==> config.mk <==
export PLATFORM = sky130hd
export DESIGN_NAME = va_front_flat
export DESIGN_NICKNAME = d
export VERILOG_FILES = /design/src/design/vector_angle_defines.svh /design/src/design/va_pkg.sv /design/src/design/va_if.sv /design/src/design/va_front.sv /design/src/flat_wrapper.sv
export SDC_FILE = /design/constraint.sdc
export NUM_CORES = 2
export LEC_CHECK = 0
export BUFFER_PORTS_ARGS = -buffer_cell sky130_fd_sc_hd__buf_2
export CAP_MARGIN = 5
export CORE_ASPECT_RATIO = 2
export CORE_MARGIN = 2
export CORE_UTILIZATION = 40
export DETAILED_ROUTE_END_ITERATION = 10
export PLACE_DENSITY = 0.56
export SKIP_CTS_REPAIR_TIMING = 1
export SYNTH_ARGS = -nofsm -noshare
export SYNTH_HDL_FRONTEND = slang
export SYNTH_SLANG_ARGS = --single-unit
==> constraint.sdc <==
create_clock -name clk -period 6.6 [get_ports clk]
set_clock_uncertainty 0.05 [all_clocks]
set_input_delay 0.33 -clock clk [delete_from_list [all_inputs] [get_ports clk]]
set_output_delay 0.33 -clock clk [all_outputs]
set_load 0.02 [all_outputs]
==> src/design/vector_angle_defines.svh <==
// ----------------------------------------------------------------------------
// vector_angle_defines
// assertion macros for the vector angle block
// ----------------------------------------------------------------------------
`ifndef VECTOR_ANGLE_DEFINES_SVH
`define VECTOR_ANGLE_DEFINES_SVH

// implication checked on every edge outside reset
`define VA_ASSERT_IMP(label, ante, cons) \
  label: assert property (@(posedge clk) disable iff (rst) (ante) |-> (cons)) \
    else $error("vector_angle check failed");

// next-cycle implication checked outside reset
`define VA_ASSERT_NEXT(label, ante, cons) \
  label: assert property (@(posedge clk) disable iff (rst) (ante) |=> (cons)) \
    else $error("vector_angle check failed");

`endif

==> src/design/va_pkg.sv <==
// ----------------------------------------------------------------------------
// va_pkg
// shared types and constants of the vector angle block
// ----------------------------------------------------------------------------
`timescale 1ns / 1ps
`default_nettype none
package va_pkg;

  localparam int MAX_LEN_DEF  = 1024;
  localparam int ACC_W        = 48;
  localparam int ELEM_W       = 16;
  localparam int NORM_W       = 24;
  localparam int ANGLE_W      = 15;
  localparam int Q_DEPTH      = 2;
  localparam int CORDIC_STEPS = 17;
  localparam int ZW           = 20;
  localparam logic [ZW-1:0] PI_Q16 = ZW'(205887);
  localparam logic [ANGLE_W-1:0] PI_Q13 = ANGLE_W'(25736);
  localparam logic signed [ACC_W-1:0] ACC_MAX = {1'b0, {(ACC_W-1){1'b1}}};
  localparam logic signed [ACC_W-1:0] ACC_MIN = {1'b1, {(ACC_W-1){1'b0}}};

  // finished sums handed from front to back
  typedef struct packed {
    logic signed [ACC_W-1:0] dot;
    logic [ACC_W-1:0]        sum_a;
    logic [ACC_W-1:0]        sum_b;
  } sums_t;

  // arctangent table in Q.16 radians
  function automatic logic [ZW-1:0] atan_q16(input logic [4:0] i);
    logic [ZW-1:0] v;
    unique case (i)
      5'd0:  v = ZW'(51472);
      5'd1:  v = ZW'(30386);
      5'd2:  v = ZW'(16055);
      5'd3:  v = ZW'(8150);
      5'd4:  v = ZW'(4091);
      5'd5:  v = ZW'(2047);
      5'd6:  v = ZW'(1024);
      5'd7:  v = ZW'(512);
      5'd8:  v = ZW'(256);
      5'd9:  v = ZW'(128);
      5'd10: v = ZW'(64);
      5'd11: v = ZW'(32);
      5'd12: v = ZW'(16);
      5'd13: v = ZW'(8);
      5'd14: v = ZW'(4);
      5'd15: v = ZW'(2);
      5'd16: v = ZW'(1);
      default: v = '0;
    endcase
    return v;
  endfunction

endpackage
`default_nettype wire

==> src/design/va_if.sv <==
// ----------------------------------------------------------------------------
// va_in_if / va_out_if
// stream channels of the vector angle block
// ----------------------------------------------------------------------------
`timescale 1ns / 1ps
`default_nettype none
interface va_in_if;
  logic               valid;
  logic               ready;
  logic signed [15:0] elem_a;
  logic signed [15:0] elem_b;
  logic               last;
  modport source (output valid, elem_a, elem_b, last, input ready);
  modport sink (input valid, elem_a, elem_b, last, output ready);
endinterface

`default_nettype wire

==> src/design/va_front.sv <==
// ----------------------------------------------------------------------------
// va_front
// two-stage multiply-accumulate of element pairs with saturation
// ----------------------------------------------------------------------------
`timescale 1ns / 1ps
`default_nettype none
module va_front import va_pkg::*; (
  input  wire logic clk,
  input  wire logic rst,
  va_in_if.sink     in_ch,
  output logic      push,
  output sums_t     push_data,
  input  wire logic q_full
);

  logic signed [31:0] pab, paa, pbb;
  logic               p_vld, p_last;
  logic signed [ACC_W-1:0] dot;
  logic [ACC_W-1:0] sa, sb;
  logic signed [ACC_W:0] dot_s;
  logic [ACC_W:0] sa_s, sb_s;
  logic signed [ACC_W-1:0] dot_n;
  logic [ACC_W-1:0] sa_n, sb_n;
  logic stall;

  // a last pair in stage two waits for room in the queue
  assign stall = p_vld && p_last && q_full;
  assign in_ch.ready = !stall;

  // product stage
  always_ff @(posedge clk) begin
    if (rst) begin
      p_vld <= 1'b0;
    end else if (!stall) begin
      p_vld <= in_ch.valid;
    end
    if (!stall) begin
      pab    <= in_ch.elem_a * in_ch.elem_b;
      paa    <= in_ch.elem_a * in_ch.elem_a;
      pbb    <= in_ch.elem_b * in_ch.elem_b;
      p_last <= in_ch.last;
    end
  end

  // saturating sums
  always_comb begin
    dot_s = {dot[ACC_W-1], dot} + (ACC_W+1)'(pab);
    sa_s  = {1'b0, sa} + (ACC_W+1)'($unsigned(paa));
    sb_s  = {1'b0, sb} + (ACC_W+1)'($unsigned(pbb));
    if (dot_s[ACC_W] != dot_s[ACC_W-1]) dot_n = dot_s[ACC_W] ? ACC_MIN : ACC_MAX;
    else dot_n = dot_s[ACC_W-1:0];
    sa_n = (sa_s > (ACC_W+1)'(ACC_MAX)) ? ACC_MAX : sa_s[ACC_W-1:0];
    sb_n = (sb_s > (ACC_W+1)'(ACC_MAX)) ? ACC_MAX : sb_s[ACC_W-1:0];
  end

  assign push = p_vld && p_last && !q_full;
  assign push_data = '{dot: dot_n, sum_a: sa_n, sum_b: sb_n};

  // accumulators clear after a vector is handed on
  always_ff @(posedge clk) begin
    if (rst) begin
      dot <= '0;
      sa  <= '0;
      sb  <= '0;
    end else if (p_vld && !stall) begin
      if (p_last) begin
        dot <= '0;
        sa  <= '0;
        sb  <= '0;
      end else begin
        dot <= dot_n;
        sa  <= sa_n;
        sb  <= sb_n;
      end
    end
  end

endmodule
`default_nettype wire

==> src/flat_wrapper.sv <==
// flat-port wrapper written by rule: the top's interface ports become plain ports
module va_front_flat import va_pkg::*;
  (clk, rst, push, push_data, q_full, in_ch_valid, in_ch_elem_a, in_ch_elem_b, in_ch_last, in_ch_ready);
  va_in_if in_ch_i ();
  input  wire logic clk;
  input  wire logic rst;
  output logic push;
  output sums_t push_data;
  input  wire logic q_full;
  input wire logic [$bits(in_ch_i.valid)-1:0] in_ch_valid;
  input wire logic [$bits(in_ch_i.elem_a)-1:0] in_ch_elem_a;
  input wire logic [$bits(in_ch_i.elem_b)-1:0] in_ch_elem_b;
  input wire logic [$bits(in_ch_i.last)-1:0] in_ch_last;
  output wire logic [$bits(in_ch_i.ready)-1:0] in_ch_ready;
  assign in_ch_i.valid = in_ch_valid;
  assign in_ch_i.elem_a = in_ch_elem_a;
  assign in_ch_i.elem_b = in_ch_elem_b;
  assign in_ch_i.last = in_ch_last;
  assign in_ch_ready = in_ch_i.ready;
  va_front u_core (.clk(clk), .rst(rst), .in_ch(in_ch_i), .push(push), .push_data(push_data), .q_full(q_full));
endmodule
## Word level (Yosys, flattened, before mapping)

Index checks and enable logic that the tools add are counted.
W data, S select, Z words.

- Add/subtract/negate cells: 3
- $mul: 3
- $lt $le $gt $ge: 2
- Equality and inequality tests: 1
- Mux-type cells: 7
- Reduce and logical (&&, ||, !) cells: 6

Operator list:

| kind | count |
|---|---|
| $mux W48 | 7 |
| $add A48 B32 Y49 | 3 |
| $gt A49 B47 Y1 const B | 2 |
| $mul A16 B16 Y32 | 3 |
| $logic_and A1 B1 Y1 | 4 |
| $logic_not A1 Y1 | 2 |
| $ne A1 B1 Y1 | 1 |

- Bits in registers: 242
- Bits of input ports: 37
- Word-level logic and storage cells: 30

## Logic depth before layout (Yosys ltp)

- Depth after elaboration: 4
- Depth in mapped cells: 26

## Least setup slack after synthesis

No wires, ideal clock.

- Path kind: input port to flip-flop
- Start point: input port in_ch_elem_a[15]
- End point: register u_core.paa[30], data pin
- Setup time: 0.135 ns
- Arrival: 6.580 ns
- Required time: 6.415 ns
- Slack: -0.165 ns
- Stages on the path: 22
- Buffers on the path: 1
- Cells stage by stage: clkbuf_1 clkinv_1 nor2_1 fa_1 fa_1 fa_1 fa_1 fa_1 inv_1 fa_1 inv_1 ha_1 and2_1 a221o_1 a21o_1 a21o_1 a21oi_1 o21ai_0 a31oi_1 o21ai_0 or4b_2 nand3_1

- Longest elaborated chain between the ends: 1

Ends and longest elaborated chain:

| item | RTL line | source |
|---|---|---|
| from (decl) | flat_wrapper.sv:11 | `input wire logic [$bits(in_ch_i.elem_a)-1:0] in_ch_elem_a;` |
| $mul A16 B16 Y32 | va_front.sv:39 | `paa <= in_ch.elem_a * in_ch.elem_a;` |
| to (signal assigned) | va_front.sv:39 |  |
| to (decl) | va_front.sv:16 | `logic signed [31:0] pab, paa, pbb;` |

No other way between the ends.
A chain may end at the register's enable or synchronous reset.

## Final worst setup path

- Start point: input port in_ch_elem_b[12]
- End point: register u_core.pbb[31], data pin

- Longest elaborated chain between the ends: 1

Ends and longest elaborated chain:

| item | RTL line | source |
|---|---|---|
| from (decl) | flat_wrapper.sv:12 | `input wire logic [$bits(in_ch_i.elem_b)-1:0] in_ch_elem_b;` |
| $mul A16 B16 Y32 | va_front.sv:40 | `pbb <= in_ch.elem_b * in_ch.elem_b;` |
| to (signal assigned) | va_front.sv:40 |  |
| to (decl) | va_front.sv:16 |  |

No other way between the ends.

==> run metrics <==
status=finished, final reports clean; Synth area leader=fa_1; wire per inst=18.5 um; via/cell ratio=5.14; GRT overflow=0; largest net degree at the start of global routing=76; Fin Setup TNS=0 ns; Worst-path clk slew=0.07 ns; CTS tree=yes; initial core utilization=40.3%; vias post-DR=33.7k; final antenna-violating net count=0; initial antenna violation count=5; pins over their slew limit=0; fin crit period=6.20 ns; layout cells sized above 1=10.6%; # setup viols final=0; Netlist cell types=86; top post-synthesis cells by area=fa_1 34%, ha_1 11%, inv_1 8.2%; all-layer global routing usage=22.2%; Startpoint Class=primary input; DIE AREA=0.111 sq mm; cts bufs inserted=25; NumNets Final=6,307; slew of the pin with the lowest slew margin=1.02 ns; CP required=6.87 ns; worst-case clock buffer depth=3; flop-to-flop setup slack=1.64 ns; Mapped Avg Cell Area=8.85 sq um; R2R Path Start=u_core.paa[0]; detailed placement HPWL=103 mm; commonest non-fill, non-tap cell in the layout=inv_1; DR iter-0 viols=1,379; Crit. Startpoint=in_ch_elem_b[12]; Synth Cell Area=0.0432 sq mm; core area=0.107 sq mm; CP Capture Point=u_core.pbb[31]; synth warn=0; final hold violations=0; Mapped Cells=4,882; Synth Register Bits=240; Max Freq=161 MHz; register area share after synthesis=13.3%; Final period util=94.0%; post-synth top area share=33.8%; Area growth, synth to finish=11.6%; Worst R2R End=u_core.sa[34]; relative slew slack=31.7%; Max-Cap Viols=0; number of flops mapped to enable cells by yosys=95; asr flop ratio synth=0%; r2r worst-path depth=13; clk_lat worst skew=0.58 ns; HP Class=in -> reg; Die Height=469 um; Ports=183; vias in the first global route=36.7k; drt pass-1 iters=6; WP data arrival=6.47 ns; CP endpoint kind=flip-flop; # port buffers=180; Routability Congestion=0.916; row cnt=170; CP max FO=5; most frequent cells in the layout=944 x inv_1, 729 x fa_1, 590 x nand2_1; Routed WL=121 mm; Root Buffer=clkbuf_16; first-pass GRT wire length=194 mm; Synth Flop Type=dfxtp_1; DRC errors left=0; Die X=236 um; critical path type=in -> reg; H-tree depth=1; clock sink count=240; RSZ-0062 raised after global routing=false
==> cell type report <==
| cell class | count | area (sq um) |
|---|---|---|
| multi-input combinational | 3487 | 33100 |
| timing repair buffer | 459 | 3200 |
| tap | 1376 | 1720 |
| antenna | 2 | 5.00 |
| fill | 10600 | 59000 |
| clock buffer | 30 | 664 |
| sequential | 240 | 5760 |
| clock inverter | 16 | 200 |
| inverter | 951 | 3570 |
==> per-layer routing <==
metal | global-route usage, % | wire length, um | up-vias
li1 | - | - | 16000
met1 | 23.0 | 44300 | 16800
met2 | 44.4 | 67400 | 639
met3 | 1.35 | 2800 | 261
met4 | 11.4 | 6820 | 4
met5 | 0 | 27 | -
==> worst min-delay path by stage <==
stage	startpoint	to	slack (ns)	cells past startpoint
floorplan	rst	u_core.p_vld	0.35	1
global placement	u_core.dot[6]	u_core.dot[6]	0.39	2
detailed placement	u_core.dot[32]	u_core.dot[32]	0.40	1
CTS	in_ch_last	u_core.p_last	-0.14	1
global route	in_ch_elem_b[0]	u_core.pbb[0]	0.08	1
finish	in_ch_elem_b[0]	u_core.pbb[0]	0.1	1
==> state kept, by name, summed over array words and instances, names as in the netlist <==
signal and flops:
u_core.sa 48, u_core.sb 48, u_core.dot 48, u_core.p_vld 1
u_core.p_last 1, u_core.pab 32, u_core.pbb 31, u_core.paa 31
==> worst max-delay path, cell delays in order <==
cell	delay, ns
buf_2	0.17
clkinv_1	0.38
nor2_1	0.34
ha_1	0.30
xor2_1	0.19
fa_1	0.53
fa_1	0.51
inv_1	0.06
fa_1	0.44
fa_1	0.51
inv_1	0.06
fa_1	0.49
inv_1	0.05
ha_1	0.28
a21o_1	0.18
a21oi_1	0.25
nor2_1	0.08
a31oi_1	0.16
o31ai_1	0.11
buf_4	0.18
a221oi_1	0.29
nor3_1	0.14
a21o_1	0.20
a21oi_1	0.16
xnor2_1	0.08
==> synthesized netlist by cell type (all sizes together), types with 6 or more instances <==
library cell and number:
fa 730, nor2b 17, or2 9, o21a 22, nand4 20, nor2 242
buf 33, a31o 12, a21boi 8, nand3 90, a21o 112, o31ai 7
and3 40, a31oi 23, o22ai 6, mux2i 15, clkbuf 172, maj3 18
a2111oi 11, o211ai 71, nand2 591, ha 376, nor4 11, a221o 8
a21oi 214, o311ai 8, a211oi 18, xor2 85, o31a 6, dfxtp 145
a211o 7, xnor2 169, nand2b 36, edfxtp 95, and2 204, inv 946
or3 16, o21bai 29, a221oi 7, nor3 32, o21ai 147
==> cell families after synthesis <==
group | count (synthesis) | share of synthesized area [%]
compound gates | 760 | 11.5
xor+xnor | 254 | 5.15
fa+ha+maj | 1124 | 45.1
buf+inv | 1156 | 10.2
flops | 240 | 13.3
mux | 15 | 0.348
other cells | 1 | 0.00868
simple gates | 1332 | 14.3
==> metrics by stage <==
step / setup WS, ns / utilization (%) / area (sq um) / std cells / hold WS, ns
final: 0.396 / 45.0 / 48200 / 6561 / 0.0967
after global routing: 0.0499 / 45.0 / 48200 / 6560 / 0.0848
after CTS: 0.384 / 44.9 / 48200 / 6555 / -0.141
after detailed placement: -0.219 / 44.1 / 47300 / 6509 / 0.402
after global placement: -0.179 / 44.1 / 47300 / 6509 / 0.394
after floorplan: -0.00724 / - / 43200 / 4883 / 0.349
Power is left out: the tool's default activity adds up to more than one toggle a clock period on the data nets, which glitch-free logic cannot reach.
