[src/design/vector_angle_defines.svh]
// ----------------------------------------------------------------------------
// vector_angle_defines
// assertion macros for the vector angle block
// ----------------------------------------------------------------------------
`ifndef VECTOR_ANGLE_DEFINES_SVH
`define VECTOR_ANGLE_DEFINES_SVH

// implication checked on every edge outside reset
`define VA_ASSERT_IMP(label, ante, cons) \
  label: assert property (@(posedge clk) disable iff (rst) (ante) |-> (cons)) \
    else $error("vector_angle check failed");

// next-cycle implication checked outside reset
`define VA_ASSERT_NEXT(label, ante, cons) \
  label: assert property (@(posedge clk) disable iff (rst) (ante) |=> (cons)) \
    else $error("vector_angle check failed");

`endif

[src/design/va_pkg.sv]
// ----------------------------------------------------------------------------
// va_pkg
// shared types and constants of the vector angle block
// ----------------------------------------------------------------------------
`timescale 1ns / 1ps
`default_nettype none
package va_pkg;

  localparam int MAX_LEN_DEF  = 1024;
  localparam int ACC_W        = 48;
  localparam int ELEM_W       = 16;
  localparam int NORM_W       = 24;
  localparam int ANGLE_W      = 15;
  localparam int Q_DEPTH      = 2;
  localparam int CORDIC_STEPS = 17;
  localparam int ZW           = 20;
  localparam logic [ZW-1:0] PI_Q16 = ZW'(205887);
  localparam logic [ANGLE_W-1:0] PI_Q13 = ANGLE_W'(25736);
  localparam logic signed [ACC_W-1:0] ACC_MAX = {1'b0, {(ACC_W-1){1'b1}}};
  localparam logic signed [ACC_W-1:0] ACC_MIN = {1'b1, {(ACC_W-1){1'b0}}};

  // finished sums handed from front to back
  typedef struct packed {
    logic signed [ACC_W-1:0] dot;
    logic [ACC_W-1:0]        sum_a;
    logic [ACC_W-1:0]        sum_b;
  } sums_t;

  // arctangent table in Q.16 radians
  function automatic logic [ZW-1:0] atan_q16(input logic [4:0] i);
    logic [ZW-1:0] v;
    unique case (i)
      5'd0:  v = ZW'(51472);
      5'd1:  v = ZW'(30386);
      5'd2:  v = ZW'(16055);
      5'd3:  v = ZW'(8150);
      5'd4:  v = ZW'(4091);
      5'd5:  v = ZW'(2047);
      5'd6:  v = ZW'(1024);
      5'd7:  v = ZW'(512);
      5'd8:  v = ZW'(256);
      5'd9:  v = ZW'(128);
      5'd10: v = ZW'(64);
      5'd11: v = ZW'(32);
      5'd12: v = ZW'(16);
      5'd13: v = ZW'(8);
      5'd14: v = ZW'(4);
      5'd15: v = ZW'(2);
      5'd16: v = ZW'(1);
      default: v = '0;
    endcase
    return v;
  endfunction

endpackage
`default_nettype wire

[src/design/va_queue.sv]
// ----------------------------------------------------------------------------
// va_queue
// short queue of finished sums between front and back
// ----------------------------------------------------------------------------
`timescale 1ns / 1ps
`default_nettype none
module va_queue import va_pkg::*; (
  input  wire logic clk,
  input  wire logic rst,
  input  wire logic push,
  input  sums_t     push_data,
  output logic      full,
  output logic      not_empty,
  input  wire logic pop,
  output sums_t     pop_data
);

  sums_t mem [Q_DEPTH];
  logic wp, rp;
  logic [1:0] cnt;

  assign full = cnt == 2'(Q_DEPTH);
  assign not_empty = cnt != 2'd0;
  assign pop_data = mem[rp];

  // pointers and fill count
  always_ff @(posedge clk) begin
    if (rst) begin
      wp  <= 1'b0;
      rp  <= 1'b0;
      cnt <= '0;
    end else begin
      if (push) wp <= ~wp;
      if (pop) rp <= ~rp;
      cnt <= cnt + 2'(push) - 2'(pop);
    end
    if (push) mem[wp] <= push_data;
  end

endmodule
`default_nettype wire

[config.mk]
export PLATFORM = sky130hd
export DESIGN_NAME = va_queue
export DESIGN_NICKNAME = d
export VERILOG_FILES = /design/src/design/vector_angle_defines.svh /design/src/design/va_pkg.sv /design/src/design/va_queue.sv
export SDC_FILE = /design/constraint.sdc
export NUM_CORES = 1
export LEC_CHECK = 0
export ABC_AREA = 1
export ABC_CLOCK_PERIOD_IN_PS = 9300
export BUFFER_PORTS_ARGS = -buffer_cell sky130_fd_sc_hd__buf_2
export CAP_MARGIN = 10
export CORE_ASPECT_RATIO = 0.9
export CORE_MARGIN = 1.5
export CORE_UTILIZATION = 50
export DETAILED_ROUTE_END_ITERATION = 10
export GPL_TIMING_DRIVEN = 0
export PLACE_DENSITY = 0.74
export SETUP_SLACK_MARGIN = 0.3
export SYNTH_ARGS = -nofsm -noshare
export SYNTH_HDL_FRONTEND = slang
export SYNTH_SLANG_ARGS = --single-unit
[constraint.sdc]
create_clock -name clk -period 9.3 [get_ports clk]
set_clock_uncertainty 0.05 [all_clocks]
set_input_delay 0 -clock clk [delete_from_list [all_inputs] [get_ports clk]]
set_output_delay 0 -clock clk [all_outputs]
set_load 0.01 [all_outputs]
# ---- Yosys cells after proc, flatten, opt, wreduce, memory -nomap -nowiden
# Memories as Yosys holds them, arrays and structs flattened. A register that Yosys moved wholly into a read port is not among the register bits.
# Cells that the tools add are included.
dict set report word_totals {
  register_bits 4
  mem_bits_rw 288
  inputBits 148
  output_inout_bits 146
  word_cells 14
  mem_count 1
}
# memory depth width rd rd_clocked_by_memory_dff wr line_no
set memory_table {}
lappend memory_table {mem 2 144 1 1 1 va_queue.sv:18} ;# sums_t mem [Q_DEPTH];
dict set report op_classes {
  n_addsub 2
  n_eq_ne 1
  mux 4
  bitwise 2
  n_reduce_logical 1
}
# cell n
set op_table {}
lappend op_table {{two-way mux 1 bit} 4}
lappend op_table {{adder 2 x 1 -> 2 bit} 1}
lappend op_table {{equality test 2 bit, second input constant} 1}
lappend op_table {{NOT 1 bit} 2}
lappend op_table {{nonzero test 2 bit} 1}
lappend op_table {{subtractor 2 x 1 -> 2 bit} 1}

# ---- Logic depth before layout (Yosys ltp)
# Gate-level depths: netlist (run 1).
dict set report logic_depth {
  ltp_word 3
  mapped_depth 9
  ltp_nobuf 9
}

# ---- Least setup slack after synthesis (run 1)
# OpenSTA, ideal clock, no wires.
dict set report synth_timing {
  kind {register -> register}
  from {register wp}
  to {memory mem[0][0] in the netlist's numbering (enable)}
  setup_ps 653
  t_arrival_ps 6289
  t_required_ps 8597
  slack_ps 2308
  stages_incl_launch_ff 2
  n_path_buf 0
  synth_period_minus_slack_ps 6992
  cell_sequence {dfxtp_1 > nor2_1}
}
# element line_no
set synth_rtl {}
lappend synth_rtl {{start, declared} va_queue.sv:19} ;# logic wp, rp;
lappend synth_rtl {{start signal, assigned} va_queue.sv:33} ;# if (push) wp <= ~wp;
lappend synth_rtl {{end, declared} va_queue.sv:18}
# Straight into the memory's write port.

# ---- Final worst setup path (run 1)
dict set report layout_timing {
  from {register wp}
  to {memory mem[0][128] in the netlist's numbering (enable)}
}
# Straight into the memory's write port.

==> reports/metrics.cfg, run 1 <==
[logic_synthesis]
avgSynthCellArea_um2 = 22.6
syn_inst = 479
yosysWarnings = 0
syn_nets = 629
ys_types = 14
ys_seq_area_share_pct = 80.6
ys_ff_latch = 293
synthesis.area_um2 = 10800

[power_and_ir_drop]
seq_power_share_pct = 48.6
power.switching_uw = 679
p_int_uw = 2510
power_frac_clock_pct = 39.1
vdd.ir_drop.worst_mv = 0.201
power_uw = 3190
leakagePower_uw = 0.00601
p_comb_share_pct = 12.3
p_per_area_nw_per_um2 = 208
swShare_pct = 21.3

[timing]
period_minus_slack_ps = 2050
max_slew_margin_pct = 34.8
maxSlewViolCount = 0
hold_slack_ps = 131
max_freq_mhz = 488
finalHoldViolations = 0
tightest_slew_ps = 976
rsz0062_at_grt = no
tns_ps = 0
min_period_over_period_pct = 22.0
setup_viol = 0

[drt]
first_pass_iters = 4
drt-initial-drc-count = 315
viasPerCell = 4.97
drt_wl_total_um = 24200
vias = 6309
drc_errors = 0
ant_nets = 0
routedWlPerCell_um = 19.0

[critical_path]
path_buf_inv = 2
cpLargestDelayFamily = simple AND/OR/NAND/NOR gates
cp_slowest_stage_delay_ps = 780
cp-end-kind = register
worstPathMaxFanout = 33
path_class = reg -> reg
r2r-start = wp
crit_slowest_cell = nor2_4
critPathLaunchType = register
worstPathCellList = nor2_4 -> buf_12 -> buf_12
cp.arrival_ps = 2230
r2r_setup_slack_ps = 7250
reg2reg_depth = 3
r2r_end = mem[0][128]
cp.required_ps = 9480
crit_top_cell = buf_12

[cts]
h-tree-depth = 1
clock-sinks = 293
cts_resized = 0
cts_buffers = 30
clockBufferDepth = 3
cts.clk_slew.worst_paths_ps = 60
cts_setup_buffers = 0
root_buffer = clkbuf_16
insertion_delay_ps = 530
cts_tree = done

[floorplanning]
io_pins = 294
die_h_um = 143
initial_utilization_pct = 51.6
fp.dieW_um = 158
core_area_um2 = 21000
die_area_um2 = 22600
std_cell_rows = 50

[hold_path]
min_path_type = in -> reg
hold_path_end = mem[0][99]
hold_start = push_data[99]
hold_depth = 2

[global_route]
antenna_found_initial = 2
grt_usage_pct = 21.1
gr-total-overflow = 0
grt_max_degree = 74
grt_pass1_wl_um = 36200
grt_pass1_vias = 6919

[placed_design]
portBuffers = 293
dp_hpwl_um = 14500
place_congestion = 0.745
dp_cells = 1063

[cells_and_area]
syn_to_final_growth_pct = 41.4
stdcell_count = 1270
drive_above_1_share_pct = 51.3
fin_nets = 1107

[job]
max_cap_viol_count = 0

[status]
outcome = finished clean

## worst max-delay path by stage
stage	startpoint	to	depth (start not counted)
after floorplan	wp	mem[0][0]	1
after global placement	wp	mem[0][128]	1
after detailed placement	wp	mem[0][128]	3
after CTS	wp	mem[0][128]	3
after global routing	wp	mem[0][128]	3
final	wp	mem[0][128]	3
## state kept, by name, indices dropped and copies added (netlist names), named ones only
register,count
cnt,2
mem,288
wp,1
rp,1
## power by group through the flow
stage	logic [uW]	registers, uW	clock network, uW
5_1_grt	421	1550	1320
4_1_cts	389	1550	1270
6_report	393	1550	1250
3_5_place_dp	337	1580	0
3_3_place_gp	319	1590	0
2_1_floorplan	193	1580	0
## area by class of cell
cell class / count / area [um^2]
Clock inverter: 18 / 246
Sequential cell: 293 / 8750
Multi-Input combinational cell: 162 / 1950
Inverter: 8 / 35.0
Fill cell: 1201 / 5680
Antenna cell: 4 / 10.0
Buffer: 16 / 130
Clock buffer: 37 / 798
Timing Repair Buffer: 446 / 3060
Tap cell: 286 / 358
## cells by family (layout without fill, tap and decap cells)
kind of cell,Yosys count,in the layout,synth area share [%]
flops,293,293,80.6
mux,144,144,17.0
buf+inv,24,525,1.48
simple gates,14,14,0.507
fa+ha+maj,2,2,0.231
compound gates,1,1,0.0461
xor+xnor,1,1,0.0807
other cells,0,4,0
## per-stage QoR
step / util (%) / worst slack, ps / area, um^2
5_1_grt: 72.9 / 7130 / 15300
6_report: 73.0 / 7250 / 15300
2_1_floorplan: - / 2310 / 10800
4_1_cts: 72.9 / 7220 / 15300
3_3_place_gp: 60.3 / -365 / 12700
3_5_place_dp: 60.9 / 7240 / 12800
## per-layer routing
| metal | track usage, % | up-vias | routed length, um |
|---|---|---|---|
| li1 | - | 2851 | - |
| met1 | 23.5 | 3109 | 9110 |
| met2 | 38.1 | 290 | 12300 |
| met3 | 6.43 | 59 | 2040 |
| met4 | 7.53 | 0 | 745 |
| met5 | 0 | - | 0 |
## cell usage after synthesis
cell type / n / share of area (%)
dfxtp_1: 5 / 0.92
buf_2: 8 / 0.37
edfxtp_1: 288 / 80
nor3_1: 1 / 0.046
mux2_2: 84 / 8.7
mux2_4: 60 / 8.3
inv_1: 8 / 0.28
xnor2_1: 1 / 0.081
buf_6: 8 / 0.83
nand2_1: 5 / 0.17
a21oi_1: 1 / 0.046
nand3_1: 1 / 0.046
nor2_1: 7 / 0.24
ha_1: 2 / 0.23
## placed cells by master (no fill, tap or decap), types with 5 or more instances in the layout
cell type / netlist / final
buf_2: 8 / 301
buf_6: 8 / 8
bufinv_16: 0 / 6
clkbuf_1: 0 / 6
clkbuf_16: 0 / 31
clkinv_1: 0 / 6
dfxtp_1: 5 / 5
dlygate4sd3_1: 0 / 148
edfxtp_1: 288 / 288
inv_1: 8 / 7
mux2_2: 84 / 84
mux2_4: 60 / 60
nand2_1: 5 / 5
nor2_1: 7 / 6
## what timing repair did
item / 4_1_cts / 5_1_grt
hold buffers: 148 / 0
endpoints found under the setup margin: 0 / 0
hold endpoints to repair: 293 / 0
Power figures use the tool's default switching activity.
==> run 2, diff against run 1 <==
--- a/config.mk
+++ b/config.mk
@@ -6,7 +6,7 @@
 export NUM_CORES = 1
 export LEC_CHECK = 0
 export ABC_AREA = 1
-export ABC_CLOCK_PERIOD_IN_PS = 9300
+export ABC_CLOCK_PERIOD_IN_PS = 1920
 export BUFFER_PORTS_ARGS = -buffer_cell sky130_fd_sc_hd__buf_2
 export CAP_MARGIN = 10
 export CORE_ASPECT_RATIO = 0.9
==> constraint.sdc (replaced) <==
create_clock -name clk -period 1.92 [get_ports clk]
set_clock_uncertainty 0.05 [all_clocks]
set_input_delay 0 -clock clk [delete_from_list [all_inputs] [get_ports clk]]
set_output_delay 0 -clock clk [all_outputs]
set_load 0.01 [all_outputs]
==> reports/metrics.cfg, run 2 (synthesis results as in run 1) <==
[status]
outcome = finished clean

[drt]
drt_wl_total_um = 27600  ; +14%
drc_errors = 0  ; unchanged
first_pass_iters = 4  ; unchanged
ant_nets = 0  ; unchanged
vias = 6459  ; +2.4%
routedWlPerCell_um = 21.5  ; +13%
viasPerCell = 5.04  ; +1.5%
drt-initial-drc-count = 341  ; +8.3%

[cts]
cts_tree = done
root_buffer = clkbuf_16
clock-sinks = 293  ; unchanged
h-tree-depth = 1  ; unchanged
cts.clk_slew.worst_paths_ps = 60  ; about the same
cts_buffers = 29  ; -3.3%
clockBufferDepth = 3  ; unchanged
insertion_delay_ps = 530  ; about the same

[timing]
period_minus_slack_ps = 1880
min_period_over_period_pct = 98.1
max_freq_mhz = 531
maxSlewViolCount = 0  ; unchanged
tns_ps = 0  ; unchanged
max_slew_margin_pct = 53.2  ; +18 points
setup_viol = 0  ; unchanged
finalHoldViolations = 0  ; unchanged
rsz0062_at_grt = yes
tightest_slew_ps = 699  ; -277 ps

[placed_design]
dp_hpwl_um = 14800  ; +2.4%
place_congestion = 0.740  ; -0.63%
portBuffers = 293  ; unchanged
dp_cells = 1066  ; +0.28%

[power_and_ir_drop]
seq_power_share_pct = 50.2  ; +1.6 points
p_int_uw = 11600  ; +360%
power_frac_clock_pct = 34.6  ; -4.5 points
p_comb_share_pct = 15.1  ; +2.8 points
p_per_area_nw_per_um2 = 945  ; +350%
swShare_pct = 22.6  ; +1.4 points
leakagePower_uw = 0.00623  ; +3.8%
vdd.ir_drop.worst_mv = 0.801  ; +300%
power.switching_uw = 3390  ; +400%

[cells_and_area]
fin_nets = 1125  ; +1.6%
largest_reg_flops = 288  ; unchanged
stdcell_count = 1281  ; +0.87%
multi_input_area_um2 = 2030  ; +4.0%
drive_above_1_share_pct = 52.1  ; +0.73 points
utilization_pct = 75.4  ; +2.4 points
reg_top3 = mem x288, cnt x2
diodes = 0  ; -4
final_common_cell = edfxtp_1
syn_to_final_growth_pct = 46.0
layout_common_cells = 288 x edfxtp_1, 263 x buf_2, 148 x dlygate4sd3_1
regMostFlops = mem
seq_area_um2 = 8750  ; about the same
fillers = 1167  ; -2.8%

[global_route]
grt_usage_pct = 21.9  ; +0.86 points
grt-busiest-layer = met2
grt_pass1_wl_um = 37200  ; +2.6%
gr-usage-met3_pct = 6.04  ; -0.39 points
grt_use_met1_pct = 24.5  ; +1.1 points
grtUsageMet2_pct = 40.8  ; +2.8 points
antenna_found_initial = 0  ; -2
grt_pass1_vias = 6945  ; +0.38%
grt_max_degree = 45  ; -39%
gr-total-overflow = 0  ; unchanged

[critical_path]
cp.arrival_ps = 1830  ; -400 ps
critPathLaunchType = register
path_class = reg -> out
worstPathMaxFanout = 5  ; -85%
cp.required_ps = 1870  ; -7610 ps
cp-end-kind = output port
reg2reg_depth = 2  ; -1

[hold_path]
hold_depth = 2  ; unchanged
min_path_type = in -> reg

[floorplanning]
io_pins = 294  ; unchanged
core_area_um2 = 21000  ; unchanged
die_area_um2 = 22600  ; unchanged
die_h_um = 143  ; unchanged
fp.dieW_um = 158  ; unchanged
std_cell_rows = 50  ; unchanged
initial_utilization_pct = 51.6  ; unchanged

[job]
max_cap_viol_count = 0  ; unchanged

==> run 2: cell type report <==
type | count | area share (%)
sequential | 293 | 55.2
timing repair buffer | 464 | 22.4
multi-input combinational | 162 | 12.8
clock buffer | 38 | 4.80
tap | 286 | 2.26
buffer | 16 | 1.69
clock inverter | 13 | 0.585
inverter | 8 | 0.213
timing repair inverter | 1 | 0.0316
==> run 2: worst max-delay path, cell delays in order, from the launching register on <==
cell and delay [ps]:
dfxtp_2 340, buf_8 140, buf_6 160, clkbuf_16 160, mux2_2 340, buf_2 150
==> run 2: repair_timing <==
item	4_1_cts	5_1_grt
endpoints found under the setup margin	291	291
cloned	2	6
setup buffers	7	1
gates resized for setup	37	64
hold endpoints to repair	297	0
pin swaps	0	1
hold buffers	148	0
==> run 2: path summary, 6_finish.rpt <==
check                 from            to  slack (ps)
min          push_data[15]    mem[0][15]         130
min reg2reg             wp            wp         500
max               register  pop_data[40]          40
max reg2reg             wp    mem[1][61]         340
==> run 2: power groups by stage <==
stage          clock network [uW]  logic (uW)  registers, uW
3_3_place_gp                    0        1560           7640
4_1_cts                      5220        2020           7500
6_report                     5180        2260           7520
2_1_floorplan                   0         938           7620
5_1_grt                      5490        2400           7540
3_5_place_dp                    0        1660           7630
==> run 2: through the flow <==
stage / hold WS (ps) / cell area [um^2] / power [uW] / worst slack [ps]
finish: 132 / 15800 / 15000 / 37.0
CTS: 99.5 / 15400 / 14700 / 24.0
detailed placement: 141 / 12900 / 9290 / 173
floorplan: 21.2 / 10900 / 8560 / -1060
global placement: 137 / 12700 / 9200 / -2080
global route: 121 / 15800 / 15400 / -17.9
==> run 2: per-layer routing <==
metal / vias up / part of all wire (%) / wire length, um
li1: 2886 / - / -
met1: 3185 / 37 / 10200
met2: 335 / 52 / 14300
met3: 53 / 8.5 / 2340
met4: 0 / 2.5 / 697
met5: - / 0 / 0
